`config.mk`:
```
export PLATFORM = sky130hd
export DESIGN_NAME = sensor_calibration_history_monitor_flat
export DESIGN_NICKNAME = d
export VERILOG_FILES = /design/src/rtl/core/scshm_pkg.sv /design/src/rtl/core/scshm_if.sv /design/src/rtl/core/scshm_ring.sv /design/src/rtl/core/scshm_status.sv /design/src/rtl/core/sensor_calibration_history_monitor.sv /design/src/flat_wrapper.sv
export VERILOG_INCLUDE_DIRS = /design/src /design/src/rtl/core
export SDC_FILE = /design/constraint.sdc
export NUM_CORES = 1
export LEC_CHECK = 0
export ABC_AREA = 1
export BUFFER_PORTS_ARGS = -buffer_cell sky130_fd_sc_hd__buf_2
export CAP_MARGIN = 20
export CORE_MARGIN = 2
export CORE_UTILIZATION = 65
export DETAILED_ROUTE_END_ITERATION = 10
export PLACE_DENSITY = 0.92
export SLEW_MARGIN = 20
export SYNTH_ARGS = -nofsm -noshare
export SYNTH_HDL_FRONTEND = slang
export SYNTH_SLANG_ARGS = --single-unit
export TNS_END_PERCENT = 30
```
`constraint.sdc`:
```
create_clock -name clock -period 12.3 [get_ports clock]
set_clock_uncertainty 0.2 [all_clocks]
set_input_delay 2.46 -clock clock [delete_from_list [all_inputs] [get_ports clock]]
set_output_delay 2.46 -clock clock [all_outputs]
set_load 0.05 [all_outputs]
```
`src/rtl/core/sensor_calibration_history_monitor_defines.svh`:
```
// Assertion macros shared by the calibration history monitor RTL.
// Macros assume a clock named clock and a synchronous reset named reset in scope.
`ifndef SENSOR_CALIBRATION_HISTORY_MONITOR_DEFINES_SVH
`define SENSOR_CALIBRATION_HISTORY_MONITOR_DEFINES_SVH

// Same-cycle implication, disabled while in reset.
`define SCSHM_ASSERT_IMPL(label, ante, cons) \
   label: assert property (@(posedge clock) disable iff (reset) (ante) |-> (cons)) \
      else $error("scshm assertion failed");

// Next-cycle implication, disabled while in reset.
`define SCSHM_ASSERT_NEXT(label, ante, cons) \
   label: assert property (@(posedge clock) disable iff (reset) (ante) |=> (cons)) \
      else $error("scshm assertion failed");

`endif

```
`src/rtl/core/scshm_pkg.sv`:
```
// Shared types, constants and helpers of the calibration history monitor.
// No dependencies; every other RTL file of the block but the defines header imports this package.
`timescale 1ns / 1ps

package scshm_pkg;

   // Ring geometry
   localparam int HISTORY_DEPTH = 8;
   localparam int PTR_W         = $clog2(HISTORY_DEPTH);
   localparam int CNT_W         = $clog2(HISTORY_DEPTH + 1);
   localparam int CSR_DATA_W    = 32;
   localparam int CSR_INDEX_W   = 3;

   typedef logic [PTR_W-1:0] ptr_type;
   typedef logic [CNT_W-1:0] count_type;

   typedef enum logic {
      CMD_CALIBRATE = 1'b0,
      CMD_QUERY     = 1'b1
   } cmd_type;

   typedef enum logic [CSR_INDEX_W-1:0] {
      REG_AIR_VOLTAGE_MIN        = 3'd0,
      REG_AIR_VOLTAGE_MAX        = 3'd1,
      REG_MAX_AGE                = 3'd2,
      REG_REPLACEMENT_THRESHOLD  = 3'd3,
      REG_DROP_THRESHOLD         = 3'd4
   } csr_index_type;

   typedef struct packed {
      logic [15:0]        air_voltage_min;
      logic [15:0]        air_voltage_max;
      logic [31:0]        max_age;
      logic [15:0]        replacement_threshold;
      logic signed [16:0] drop_threshold;
   } cfg_type;

   typedef struct packed {
      cmd_type            cmd;
      logic [15:0]        air_voltage;
      logic signed [15:0] temperature;
      logic               temperature_valid;
      logic [31:0]        now;
   } req_payload_type;

   typedef struct packed {
      logic               accepted;
      logic               calibrated;
      logic [15:0]        newest_voltage;
      logic signed [15:0] newest_temperature;
      logic               temp_known;
      logic [31:0]        age;
      logic               stale;
      logic               cell_aging;
      logic               declining;
   } rsp_payload_type;

   // Store request from the control stage to the history ring
   typedef struct packed {
      logic            advance;
      logic            write;
      req_payload_type point;
   } ring_ctrl_type;

   // History as it stands after the beat in flight has been stored
   typedef struct packed {
      count_type          count;
      logic [15:0]        oldest_voltage;
      logic [15:0]        newest_voltage;
      logic signed [15:0] newest_temperature;
      logic               newest_temperature_valid;
      logic [31:0]        newest_timestamp;
   } ring_view_type;

   // Ring pointer increment, modulo the depth
   function automatic ptr_type ptr_next(input ptr_type p);
      ptr_type r;
      if (p == PTR_W'(HISTORY_DEPTH - 1)) begin
         r = '0;
      end else begin
         r = p + 1'b1;
      end
      return r;
   endfunction

endpackage

```
`src/rtl/core/scshm_if.sv`:
```
// Valid/ready channel interfaces for request and response beats.
// Depends on scshm_pkg for the payload types.
`timescale 1ns / 1ps

interface scshm_req_if import scshm_pkg::*; ();
   logic            valid;
   logic            ready;
   req_payload_type payload;

   modport source (output valid, output payload, input ready);
   modport sink   (input valid, input payload, output ready);
endinterface

interface scshm_rsp_if import scshm_pkg::*; ();
   logic            valid;
   logic            ready;
   rsp_payload_type payload;

   modport source (output valid, output payload, input ready);
   modport sink   (input valid, input payload, output ready);
endinterface

```
`src/rtl/core/scshm_ring.sv`:
```
// Calibration point history: voltage ring, write pointer, fill count and
// newest/oldest tracking. Depends on scshm_pkg.
`timescale 1ns / 1ps

module scshm_ring import scshm_pkg::*; (
   input  logic          clock,
   input  logic          reset,
   input  ring_ctrl_type ctrl,
   output ring_view_type view
);

   // Voltage history; only the oldest entry is ever read back
   logic [15:0] voltage_mem [HISTORY_DEPTH];

   ptr_type            wp_ff, wp_in;
   count_type          count_ff, count_in;
   logic [15:0]        oldest_ff, oldest_in;
   logic [15:0]        ahead_ff;
   ptr_type            rd_addr;
   logic               wr;

   // Newest point kept in flops so it needs no second read port
   logic [15:0]        newest_v_ff, newest_v_in;
   logic signed [15:0] newest_t_ff, newest_t_in;
   logic               newest_tv_ff, newest_tv_in;
   logic [31:0]        newest_ts_ff, newest_ts_in;

   assign wr = ctrl.advance & ctrl.write;

   always_comb begin
      wp_in    = wr ? ptr_next(wp_ff) : wp_ff;
      count_in = count_ff;
      if (wr && (count_ff != CNT_W'(HISTORY_DEPTH))) begin
         count_in = count_ff + 1'b1;
      end

      // Oldest: first point while filling, then the entry the next write evicts
      oldest_in = oldest_ff;
      if (wr) begin
         if (count_ff == '0) begin
            oldest_in = ctrl.point.air_voltage;
         end else if (count_ff == CNT_W'(HISTORY_DEPTH)) begin
            oldest_in = ahead_ff;
         end
      end

      newest_v_in  = wr ? ctrl.point.air_voltage       : newest_v_ff;
      newest_t_in  = wr ? ctrl.point.temperature       : newest_t_ff;
      newest_tv_in = wr ? ctrl.point.temperature_valid : newest_tv_ff;
      newest_ts_in = wr ? ctrl.point.now               : newest_ts_ff;

      // Prefetch the slot after the next write position
      rd_addr = ptr_next(wp_in);
   end

   // Memory write and registered prefetch read, write-first on a collision
   always_ff @(posedge clock) begin
      if (wr) begin
         voltage_mem[wp_ff] <= ctrl.point.air_voltage;
      end
      if (wr && (rd_addr == wp_ff)) begin
         ahead_ff <= ctrl.point.air_voltage;
      end else begin
         ahead_ff <= voltage_mem[rd_addr];
      end
   end

   // Control state
   always_ff @(posedge clock) begin
      if (reset) begin
         wp_ff    <= '0;
         count_ff <= '0;
      end else begin
         wp_ff    <= wp_in;
         count_ff <= count_in;
      end
   end

   // Payload state
   always_ff @(posedge clock) begin
      oldest_ff    <= oldest_in;
      newest_v_ff  <= newest_v_in;
      newest_t_ff  <= newest_t_in;
      newest_tv_ff <= newest_tv_in;
      newest_ts_ff <= newest_ts_in;
   end

   always_comb begin
      view.count                    = count_in;
      view.oldest_voltage           = oldest_in;
      view.newest_voltage           = newest_v_in;
      view.newest_temperature       = newest_t_in;
      view.newest_temperature_valid = newest_tv_in;
      view.newest_timestamp         = newest_ts_in;
   end

endmodule

```
`src/rtl/core/scshm_status.sv`:
```
// Status evaluation of one beat from the post-store history view.
// Depends on scshm_pkg.
`timescale 1ns / 1ps

module scshm_status import scshm_pkg::*; (
   input  ring_view_type   view,
   input  cfg_type         cfg,
   input  logic            write,
   input  logic [31:0]     now,
   output rsp_payload_type status
);

   logic               calibrated;
   logic [31:0]        age;
   logic signed [17:0] drop;
   logic signed [17:0] drop_thr;

   always_comb begin
      calibrated = (view.count != '0);
      age        = now - view.newest_timestamp;
      drop       = $signed({2'b00, view.oldest_voltage}) - $signed({2'b00, view.newest_voltage});
      drop_thr   = 18'(cfg.drop_threshold);

      status.accepted   = write;
      status.calibrated = calibrated;
      if (calibrated) begin
         status.newest_voltage     = view.newest_voltage;
         status.temp_known         = view.newest_temperature_valid;
         status.newest_temperature = view.newest_temperature_valid ?
                                     view.newest_temperature : 16'sd0;
         status.age                = age;
         status.stale              = (age >= cfg.max_age);
         status.cell_aging         = (view.newest_voltage <= cfg.replacement_threshold);
         // decline needs an oldest point distinct from the newest
         status.declining          = (view.count >= CNT_W'(2)) && (drop >= drop_thr);
      end else begin
         status.newest_voltage     = '0;
         status.temp_known         = 1'b0;
         status.newest_temperature = 16'sd0;
         status.age                = '1;
         status.stale              = 1'b1;
         status.cell_aging         = 1'b0;
         status.declining          = 1'b0;
      end
   end

endmodule

```
`src/rtl/core/sensor_calibration_history_monitor.sv`:
```
// Top level of the sensor calibration history monitor: beat registers,
// configuration registers, history ring and status evaluation.
// Depends on scshm_pkg, scshm_if, scshm_ring, scshm_status and the defines header.
`timescale 1ns / 1ps

`include "sensor_calibration_history_monitor_defines.svh"

// Keeps the last HISTORY_DEPTH calibration points of a gas sensor cell and returns one
// status beat for every request beat, calibrate or query. The block sustains one beat
// per clock while the response side is ready; each beat passes the request register,
// then the response register, and a stalled response holds while one more request
// waits in the request register. Status reflects the history after that beat's own
// store. The user writes the window, age and threshold registers through the csr_ port
// only while no beat is in flight; the block itself does not enforce it. Out-of-range
// voltages are answered but not stored.
module sensor_calibration_history_monitor import scshm_pkg::*; (
   input  logic                   clock,
   input  logic                   reset,
   scshm_req_if.sink              req_bus,
   scshm_rsp_if.source            rsp_bus,
   input  logic                   csr_wr_en,
   input  logic [CSR_INDEX_W-1:0] csr_index,
   input  logic [CSR_DATA_W-1:0]  csr_wdata
);

   logic            in_valid_ff, in_valid_in;
   req_payload_type in_item_ff;
   logic            out_valid_ff, out_valid_in;
   rsp_payload_type out_item_ff;
   cfg_type         cfg_ff;

   logic            req_fire;
   logic            advance;
   logic            write;
   ring_ctrl_type   ring_ctrl;
   ring_view_type   ring_view;
   rsp_payload_type status;

   // Handshake and stage movement
   assign advance       = in_valid_ff & (~out_valid_ff | rsp_bus.ready);
   assign req_bus.ready = ~in_valid_ff | advance;
   assign req_fire      = req_bus.valid & req_bus.ready;

   always_comb begin
      in_valid_in = in_valid_ff;
      if (req_fire) begin
         in_valid_in = 1'b1;
      end else if (advance) begin
         in_valid_in = 1'b0;
      end
      out_valid_in = out_valid_ff;
      if (advance) begin
         out_valid_in = 1'b1;
      end else if (rsp_bus.ready) begin
         out_valid_in = 1'b0;
      end
   end

   // Store decision: calibrate beat inside the voltage window
   assign write = (in_item_ff.cmd == CMD_CALIBRATE) &&
                  (in_item_ff.air_voltage >= cfg_ff.air_voltage_min) &&
                  (in_item_ff.air_voltage <= cfg_ff.air_voltage_max);

   always_comb begin
      ring_ctrl.advance = advance;
      ring_ctrl.write   = write;
      ring_ctrl.point   = in_item_ff;
   end

   scshm_ring u_ring (
      .clock (clock),
      .reset (reset),
      .ctrl  (ring_ctrl),
      .view  (ring_view)
   );

   scshm_status u_status (
      .view   (ring_view),
      .cfg    (cfg_ff),
      .write  (write),
      .now    (in_item_ff.now),
      .status (status)
   );

   // Valid flags
   always_ff @(posedge clock) begin
      if (reset) begin
         in_valid_ff  <= 1'b0;
         out_valid_ff <= 1'b0;
      end else begin
         in_valid_ff  <= in_valid_in;
         out_valid_ff <= out_valid_in;
      end
   end

   // Beat payload registers
   always_ff @(posedge clock) begin
      if (req_fire) begin
         in_item_ff <= req_bus.payload;
      end
      if (advance) begin
         out_item_ff <= status;
      end
   end

   // Configuration registers
   always_ff @(posedge clock) begin
      if (reset) begin
         cfg_ff.air_voltage_min       <= '0;
         cfg_ff.air_voltage_max       <= '1;
         cfg_ff.max_age               <= '1;
         cfg_ff.replacement_threshold <= '0;
         cfg_ff.drop_threshold        <= 17'sd65535;
      end else if (csr_wr_en) begin
         unique case (csr_index)
            REG_AIR_VOLTAGE_MIN:       cfg_ff.air_voltage_min       <= csr_wdata[15:0];
            REG_AIR_VOLTAGE_MAX:       cfg_ff.air_voltage_max       <= csr_wdata[15:0];
            REG_MAX_AGE:               cfg_ff.max_age               <= csr_wdata[31:0];
            REG_REPLACEMENT_THRESHOLD: cfg_ff.replacement_threshold <= csr_wdata[15:0];
            REG_DROP_THRESHOLD:        cfg_ff.drop_threshold        <= $signed(csr_wdata[16:0]);
            default: ;
         endcase
      end
   end

   assign rsp_bus.valid   = out_valid_ff;
   assign rsp_bus.payload = out_item_ff;

   // A stored point always leaves the history calibrated
   `SCSHM_ASSERT_NEXT(a_store_calibrates, advance && write, ring_view.count != '0)
   // An uncalibrated response carries the fixed defaults
   `SCSHM_ASSERT_IMPL(a_uncal_defaults, out_valid_ff && !out_item_ff.calibrated, out_item_ff.stale && (out_item_ff.age == '1) && !out_item_ff.declining)
   // A held request beat blocks the request side
   `SCSHM_ASSERT_IMPL(a_hold_blocks, in_valid_ff && !advance, !req_bus.ready)

endmodule
```
`src/flat_wrapper.sv`:
```
// flat-port wrapper written by rule: the top's interface ports become plain ports
module sensor_calibration_history_monitor_flat import scshm_pkg::*;
  (clock, reset, csr_wr_en, csr_index, csr_wdata, req_bus_valid, req_bus_payload, req_bus_ready, rsp_bus_valid, rsp_bus_payload, rsp_bus_ready);
  scshm_req_if req_bus_i ();
  scshm_rsp_if rsp_bus_i ();
  input  logic clock;
  input  logic reset;
  input  logic csr_wr_en;
  input  logic [CSR_INDEX_W-1:0] csr_index;
  input  logic [CSR_DATA_W-1:0] csr_wdata;
  input wire logic [$bits(req_bus_i.valid)-1:0] req_bus_valid;
  input wire logic [$bits(req_bus_i.payload)-1:0] req_bus_payload;
  output wire logic [$bits(req_bus_i.ready)-1:0] req_bus_ready;
  output wire logic [$bits(rsp_bus_i.valid)-1:0] rsp_bus_valid;
  output wire logic [$bits(rsp_bus_i.payload)-1:0] rsp_bus_payload;
  input wire logic [$bits(rsp_bus_i.ready)-1:0] rsp_bus_ready;
  assign req_bus_i.valid = req_bus_valid;
  assign req_bus_i.payload = req_bus_payload;
  assign req_bus_ready = req_bus_i.ready;
  assign rsp_bus_valid = rsp_bus_i.valid;
  assign rsp_bus_payload = rsp_bus_i.payload;
  assign rsp_bus_i.ready = rsp_bus_ready;
  sensor_calibration_history_monitor u_core (.clock(clock), .reset(reset), .req_bus(req_bus_i), .rsp_bus(rsp_bus_i), .csr_wr_en(csr_wr_en), .csr_index(csr_index), .csr_wdata(csr_wdata));
endmodule
```
; Word level (Yosys, flattened, before mapping)
; Memories as Yosys holds them, arrays and structs flattened. A register that Yosys moved wholly into a read port is not among the register bits.
; Index checks and enable logic that the tools add are counted.
[word_totals]
ff_bits = 323
memories = 1
mem_bits_rw = 128
[mem_list]
columns = memory, depth, word_bits, rd, rd_ports_with_merged_regs, wr, line
row1 = u_core.u_ring.voltage_mem, 8, 16, 1, 1, 1, scshm_ring.sv:13  ; logic [15:0] voltage_mem [HISTORY_DEPTH];
[op_classes]
n_lt_le_gt_ge = 6
add_sub_neg = 5
n_mux = 17
n_reduce_logical = 15
eq_ne = 8
bitwise = 8
[ops]
columns = cell, count
row1 = 16-bit two-way mux, 5
row2 = 32-bit >= comparator, 1
row3 = 16-bit less-or-equal comparator, 2
row4 = 32-bit two-way mux, 1
row5 = 32-bit subtractor, 1
row6 = 17-bit >= comparator, 1
row7 = 16-bit by 16-bit subtractor with 17-bit output, 1
row8 = 16-bit >= comparator, 1
row9 = 2-bit AND reduction, 6
row10 = "3-bit equality test, second input constant", 3
row11 = 3-bit two-way mux, 3
row12 = 1-bit two-way mux, 7
row13 = "3-bit by 1-bit adder with 3-bit output, second input constant", 2
row14 = "3-bit by 2-bit equality test with 1-bit output, second input constant", 2
row15 = "4-bit by 1-bit adder with 4-bit output, second input constant", 1
row16 = "4-bit equality test, second input constant", 1
row17 = "4-bit by 2-bit >= comparator with 1-bit output, second input constant", 1
row18 = 1-bit logical AND, 4
row19 = 4-bit zero test, 1
row20 = 4-bit two-way mux, 1
row21 = "4-bit inequality test, second input constant", 1
row22 = 2-bit nonzero test, 2
row23 = 4-bit nonzero test, 1
row24 = 1-bit AND, 3
row25 = other kinds (4), 7

; Longest topological paths before layout
; Gate-level depths: netlist (run 1).
[logic_depth]
depth_word = 8
depth_mapped = 42

; By module
; From an unflattened synthesis (run 1), not the netlist that was laid out.
[unflattened]
hier_cells = 2808
area_unflattened_um2 = 23389.9
[by_module_without_submodules]
columns = mod, instances, cells_each, area_each_um2
row1 = scshm_ring, 1, 1004, 9354.0
row2 = sensor_calibration_history_monitor, 1, 688, 8338.0
row3 = scshm_status, 1, 1116, 5698.0

; Worst setup path before layout (run 1)
; No wires, ideal clock.
[synth_timing]
kind = input port to flip-flop
start = input port rsp_bus_ready
end = register u_core.out_item_ff (netlist bit u_core.rsp_bus.payload[0]) (data pin)
slack_ns = 3.221
stages = 27
t_arrival_ns = 8.624
setup_time_ns = 0.255
n_path_buf = 2
path_cell_list = inv_1 -> a21oi_2 -> nand3_2 -> buf_4 -> buf_2 -> o21ai_1 -> inv_1 -> ha_1 -> fa_1 -> nand3b_1 -> nand2_1 -> nand4_1 -> o211ai_1 -> a21boi_0 -> o21ai_0 -> nand3_1 -> nand2_1 -> xor2_1 -> ha_1 -> a21oi_1 -> nor2_1 -> a211oi_1 -> o21ai_0 -> nand2_1 -> inv_1 -> o21ai_0 -> inv_1
[synth_rtl]
columns = element, line
row1 = start: declaration, flat_wrapper.sv:16  ; input wire logic [$bits(rsp_bus_i.ready)-1:0] rsp_bus_ready;
row2 = end signal: assignment, sensor_calibration_history_monitor.sv:102  ; out_item_ff <= status;
row3 = end: declaration, sensor_calibration_history_monitor.sv:29  ; rsp_payload_type out_item_ff;

==> metrics.csv, run 1 <==
stage,metric,value,unit
outcome,status,completed,
floorplanning,die-area,35000,sq um
global_route,grt_start_max_net_pins,98,
power,power_switching,1530,uW
synth,synth.distinct_cells,54,
critical_path,worstPathArrival,8.48,ns
placed_design,hpwl,36.8,mm
timing,worst_slack,3.94,ns
floorplanning,ioPinCount,178,
global_route,grt_usage,30.7,%
timing,fin_setup_tns,0,ns
drt,vias,16700,
clocking,postCtsSetupRepairBufs,0,
clocking,clockBufferDepth,3,
power,power_leakage,0.0109,uW
floorplanning,rows,67,
power,p_comb_share,29.0,%
global_route,grt_pass1_vias,16700,
hold_path,min_path_type,register to register,
floorplanning,die_h,187,um
drt,ant_nets,0,
clocking,cts_htree_levels,2,
placed_design,portBuffers,177,
clocking,cts_resized,0,
layout,drive_gt1_share,17.2,%
synth,synth.avg_cell_area,9.99,sq um
clocking,cts_tree,yes,
critical_path,critPathRequiredTime,12.42,ns
power,sw_frac_of_total,32.9,%
synth,netlist_instances,2181,
timing,rsz0062_at_grt,false,
power,p_int,3110,uW
synth,synth_area,21800,sq um
drt,finalWirelength,54.4,mm
drt,drt-wirelength-per-cell,19.1,um
critical_path,max_stage_delay,0.78,ns
synth,syn_nets,2439,
drt,drc,0,
timing,fin_hold_ws,0.252,ns
timing,post-route-period-util,68.0,%
critical_path,cp_slowest_cell,buf_4,
power,peakVddDrop,124,uV
timing,min_period,8.36,ns
global_route,antenna_found_initial,3,
drt,via_per_inst,5.86,
critical_path,endpoint_kind,register,
global_route,grt_pass1_wl,85.5,mm
power,power_frac_seq,40.0,%
drt,first_iter_violations,1487,
clocking,clockRootBuffer,clkbuf_16,
placed_design,dp_slack,3.54,ns
synth,synth_top_area_share,36.4,%
clocking,cts_buffers,46,
layout,syn_to_final_growth,13.4,%
clocking,numClockSinks,467,
synth,ys_seq_area_share,55.1,%
global_route,gr-total-overflow,0,
drt,first_pass_iters,6,
power,clkPwrFrac,31.0,%
timing,hold_viol_final,0,
critical_path,worstSetupPathType,input port to register,
floorplanning,die_w,187,um
synth,synth_top_area_cell,edfxtp_1,
timing,fmax,120,MHz
clocking,ctsHoldBuffers,0,
critical_path,start_kind,input port,
floorplanning,core,33300,sq um
floorplanning,initial_utilization,65.4,%
run,cap_violations,0,
clocking,insertion_delay,0.57,ns
timing,slew_headroom,27.8,%
synth,yosys-top-cells-area,"edfxtp_1, dfxtp_1, ha_1, nand2_1, inv_1",
synth,ys_ff_latch,467,
timing,tightest_slew,1.08,ns
power,power_density,188,nW/um^2
synth,yosys_warnings,0,
placed_design,gp_congestion,1.01,
critical_path,cp_common_cell,inv_1,
layout,final_nets,2611,
clocking,clk_pin_slew,0.06,ns
critical_path,worstPathMaxFanout,96,
timing,slew_violations,0,
timing,setup_viol,0,
layout,fillerInstances,2139,
synthesized netlist by cell type, drive strengths merged:
master	count
nand4	19
o22ai	14
nor2	125
ha	150
o31ai	7
a21o	12
o221a	1
mux2	41
xnor2	12
a211oi	5
xor2	29
nand3b	2
dfxtp	203
nand3	69
inv	309
a31oi	6
nor4	1
nor3	19
buf	18
a211o	1
o2111ai	1
o211ai	75
nand2	369
o21bai	7
a22oi	8
a21boi	6
o21a	6
or2	58
fa	2
o21ai	134
o221ai	2
clkbuf	54
nor3b	2
a31o	1
a21oi	120
edfxtp	264
mux2i	23
clkinv	3
a221oi	3
per-layer routing:
layer | global-route usage [%] | up-vias | wire [um] | part of all wire [%]
met5 | 0 | - | 16 | 0.029
met4 | 16.1 | 2 | 2850 | 5.2
met3 | 4.17 | 210 | 3610 | 6.6
met2 | 54.0 | 715 | 27000 | 50
met1 | 37.0 | 7976 | 21000 | 39
li1 | - | 7761 | - | -
sequential cells by signal, summed over array words and instances, names as in the netlist:
signal and count:
u_core.in_item_ff 66, u_core.u_ring.count_ff 4, u_core.rsp_bus.valid 1, u_core.u_ring.voltage_mem 128, u_core.cfg_ff 97, u_core.u_ring.ahead_ff 16, u_core.in_valid_ff 1, u_core.u_ring.newest_t_ff 16
u_core.u_ring.newest_v_ff 16, u_core.u_ring.newest_ts_ff 32, u_core.u_ring.oldest_ff 16, u_core.rsp_bus.payload 70, u_core.u_ring.newest_tv_ff 1, u_core.u_ring.wp_ff 3
placed cells by master, fill, tap and decap left out, types with 29 or more instances in the layout:
| cell | netlist | final |
|---|---|---|
| a21oi_1 | 118 | 118 |
| buf_2 | 10 | 177 |
| clkbuf_16 | 0 | 47 |
| dfxtp_1 | 203 | 203 |
| edfxtp_1 | 264 | 264 |
| ha_1 | 150 | 149 |
| inv_1 | 305 | 304 |
| mux2_2 | 41 | 41 |
| nand2_1 | 365 | 365 |
| nand3_1 | 68 | 67 |
| nor2_1 | 113 | 113 |
| o211ai_1 | 75 | 75 |
| o21ai_0 | 117 | 117 |
| or2_2 | 54 | 54 |
| xor2_1 | 29 | 29 |
power groups by stage:
stage	sequential, uW	clock, uW	combinational, uW
floorplan	1900	0	945
global placement	1880	0	1260
detailed placement	1880	0	1300
CTS	1850	1450	1330
global route	1870	1510	1510
finish	1860	1440	1350
through the flow:
stage	power [uW]	utilization, %	instances	area [sq um]
after detailed placement	3190	69.4	2753	23100
after global routing	4880	74.2	2841	24700
after CTS	4630	74.1	2839	24700
final	4640	74.2	2842	24700
after global placement	3130	69.4	2753	23100
after floorplan	2850	-	2181	21800
cell type report:
class	count	area (sq um)	area share [%]
flip-flops and latches	467	12000	48.6
multi-input cells	1330	8360	33.9
clock buffers	62	1340	5.44
inverters	312	1170	4.75
repair buffers	196	1030	4.17
well taps	448	561	2.27
clock inverters	24	225	0.912
diodes	3	7.51	0.0304
path summary, 6_finish.rpt:
path              cells after the start                         to             startpoint  slack (ns)
setup reg to reg                     34  u_core.rsp_bus.payload[0]  u_core.in_item_ff[64]        4.83
setup / recovery                     30  u_core.rsp_bus.payload[0]          rsp_bus_ready        3.94
hold / removal                        2          u_core.cfg_ff[17]      u_core.cfg_ff[17]        0.25
hold reg to reg                       2          u_core.cfg_ff[17]      u_core.cfg_ff[17]        0.25
logic make-up (layout without fill, tap and decap cells):
kind of cell / Yosys count / after routing / share of synthesized area, %
flops: 467 / 467 / 55.1
xor+xnor: 41 / 41 / 1.65
compound gates: 409 / 409 / 11.2
fa+ha+maj: 152 / 152 / 8.80
mux: 64 / 64 / 3.18
buf+inv: 384 / 594 / 6.89
simple gates: 664 / 664 / 13.2
other cells: 0 / 3 / 0
worst max-delay path: cells and delay by family:
kind            cells  cell delay, ns
buf+inv             8            2.01
fa+ha+maj           3            0.93
compound gates      9            1.51
simple gates        9            1.33
xor+xnor            1            0.16
Power figures use the tool's default switching activity.
==> inputs of run 2 (changes only) <==
CORE_UTILIZATION = 54   (was 65)
PLACE_DENSITY = 0.82   (was 0.92)
clock period = 6.78 ns   (was 12.3 ns; I/O delays follow)
==> run 2 against run 1 <==
Effect of this change:
- clock power up 80%
- critical path depth up 3
- sequential cell count did not move
- die area increased by 20%
- routed wire length increased by 0.30%
- final area rose by 0.59%
- largest power group unchanged
- sequential share of layout area down 0.28 points
- clock-buffer cell count increased by 1
- combinational power increased by 84%
- total power rose by 82%
- critical path type is now register to register
- utilization decreased by 12 points
- via count down 2.7%
==> metrics.csv, run 2 (same netlist as run 1, synthesis figures left out) <==
stage,metric,value,unit
floorplanning,core,39700,sq um
drt,first_iter_violations,1295,
placed_design,gp_congestion,1.01,
outcome,status,completed,
drt,drc,0,
clocking,numClockSinks,467,
layout,layout_commonest_cell,nand2_1,
timing,min_period,6.23,ns
timing,slew_violations,0,
clocking,cts_buffers,46,
layout,multiInputGateArea,8360,sq um
critical_path,cp_common_cell,nand2_1,
floorplanning,die_h,205,um
timing,setup_viol,0,
layout,largest_reg_flops,128,
placed_design,portBuffers,177,
timing,fmax,160,MHz
drt,finalWirelength,54.6,mm
global_route,antenna_found_initial,2,
clocking,cts_tree,yes,
layout,top_register,u_core.u_ring.voltage_mem,
layout,drive_gt1_share,17.4,%
clocking,clockBufferDepth,3,
global_route,grt_usage,26.0,%
global_route,grt_pass1_vias,16000,
clocking,postCtsSetupRepairBufs,0,
clocking,cts_htree_levels,2,
critical_path,worstPathArrival,6.34,ns
floorplanning,ioPinCount,178,
timing,hold_viol_final,0,
drt,vias,16200,
global_route,grt_start_max_net_pins,98,
critical_path,endpoint_kind,register,
critical_path,worstPathMaxFanout,28,
run,cap_violations,0,
layout,syn_to_final_growth,14.0,%
timing,post-route-period-util,91.9,%
critical_path,worstSetupPathType,register to register,
critical_path,cp_slowest_cell,edfxtp_1,
layout,design_area,24800,sq um
layout,final_cell_mix,"nand2_1, inv_1, edfxtp_1",
timing,rsz0062_at_grt,false,
clocking,cts_resized,0,
hold_path,min_path_type,register to register,
clocking,clk_pin_slew,0.06,ns
timing,fin_setup_tns,0,ns
layout,fillerInstances,3095,
drt,via_per_inst,5.55,
power,power_density,339,nW/um^2
layout,ff_latch_area,12000,sq um
global_route,grt_pass1_wl,84.4,mm
floorplanning,rows,73,
floorplanning,die-area,42000,sq um
clocking,ctsHoldBuffers,0,
timing,slew_headroom,32.6,%
floorplanning,initial_utilization,54.8,%
critical_path,critPathRequiredTime,6.89,ns
placed_design,place_area,23300,sq um
clocking,clockRootBuffer,clkbuf_16,
critical_path,max_stage_delay,0.66,ns
power,power_leakage,0.0109,uW
critical_path,start_kind,register,
clocking,insertion_delay,0.60,ns
timing,fin_hold_ws,0.267,ns
floorplanning,die_w,205,um
drt,drt-wirelength-per-cell,18.7,um
drt,ant_nets,0,
power,peakVddDrop,297,uV
global_route,gr-total-overflow,0,
drt,first_pass_iters,6,
timing,tightest_slew,1.01,ns
placed_design,hpwl,38.4,mm
layout,final_nets,2619,
run 2: worst paths after layout:
path / start / endpoint / slack (ns) / cells after the start
setup / recovery: u_core.in_item_ff[49] / u_core.rsp_bus.payload[2] / 0.55 / 33
hold / removal: u_core.cfg_ff[22] / u_core.cfg_ff[22] / 0.27 / 2
setup reg to reg: u_core.in_item_ff[49] / u_core.rsp_bus.payload[2] / 0.55 / 33
hold reg to reg: u_core.cfg_ff[22] / u_core.cfg_ff[22] / 0.27 / 2
run 2: power breakdown:
part           switching [uW]  leakage, uW  internal (uW)
sequential               94.8      0.00408           3260
clock                    1100     0.000768           1490
combinational            1590      0.00605            886
run 2: per-layer routing:
layer | routed length (um) | GRT usage [%] | vias up
met4 | 2180 | 11.8 | 0
met3 | 3880 | 3.85 | 145
met2 | 26300 | 43.6 | 679
li1 | - | - | 7769
met1 | 22200 | 33.2 | 7628
met5 | 0 | 0 | -
run 2: stage by stage:
| stage | setup WS [ns] | util [%] | instances | total power [uW] |
|---|---|---|---|---|
| floorplan | 0.0301 | - | 2181 | 5170 |
| global placement | 0.859 | 58.6 | 2838 | 5730 |
| detailed placement | 0.678 | 58.6 | 2838 | 5820 |
| CTS | 0.659 | 62.5 | 2922 | 8420 |
| global route | 0.0645 | 62.5 | 2924 | 8870 |
| finish | 0.548 | 62.5 | 2924 | 8430 |
run 2: worst max-delay path, delay by kind of cell (launching register included):
kind | cells | cell delay, ns
AO/OA/AOI/OAI | 7 | 1.21
AND/OR/NAND/NOR | 19 | 1.77
buffers and inverters | 3 | 0.69
XOR/XNOR | 1 | 0.32
adder cells (fa/ha/maj) | 3 | 1.08
flip-flops | 1 | 0.66
run 2: final cells by class:
cell class	count	area share (%)
flip-flops and latches	467	48.3
multi-input cells	1330	33.7
clock buffers	63	5.32
inverters	312	4.73
repair buffers	204	4.43
well taps	525	2.64
clock inverters	21	0.917
diodes	2	0.0202
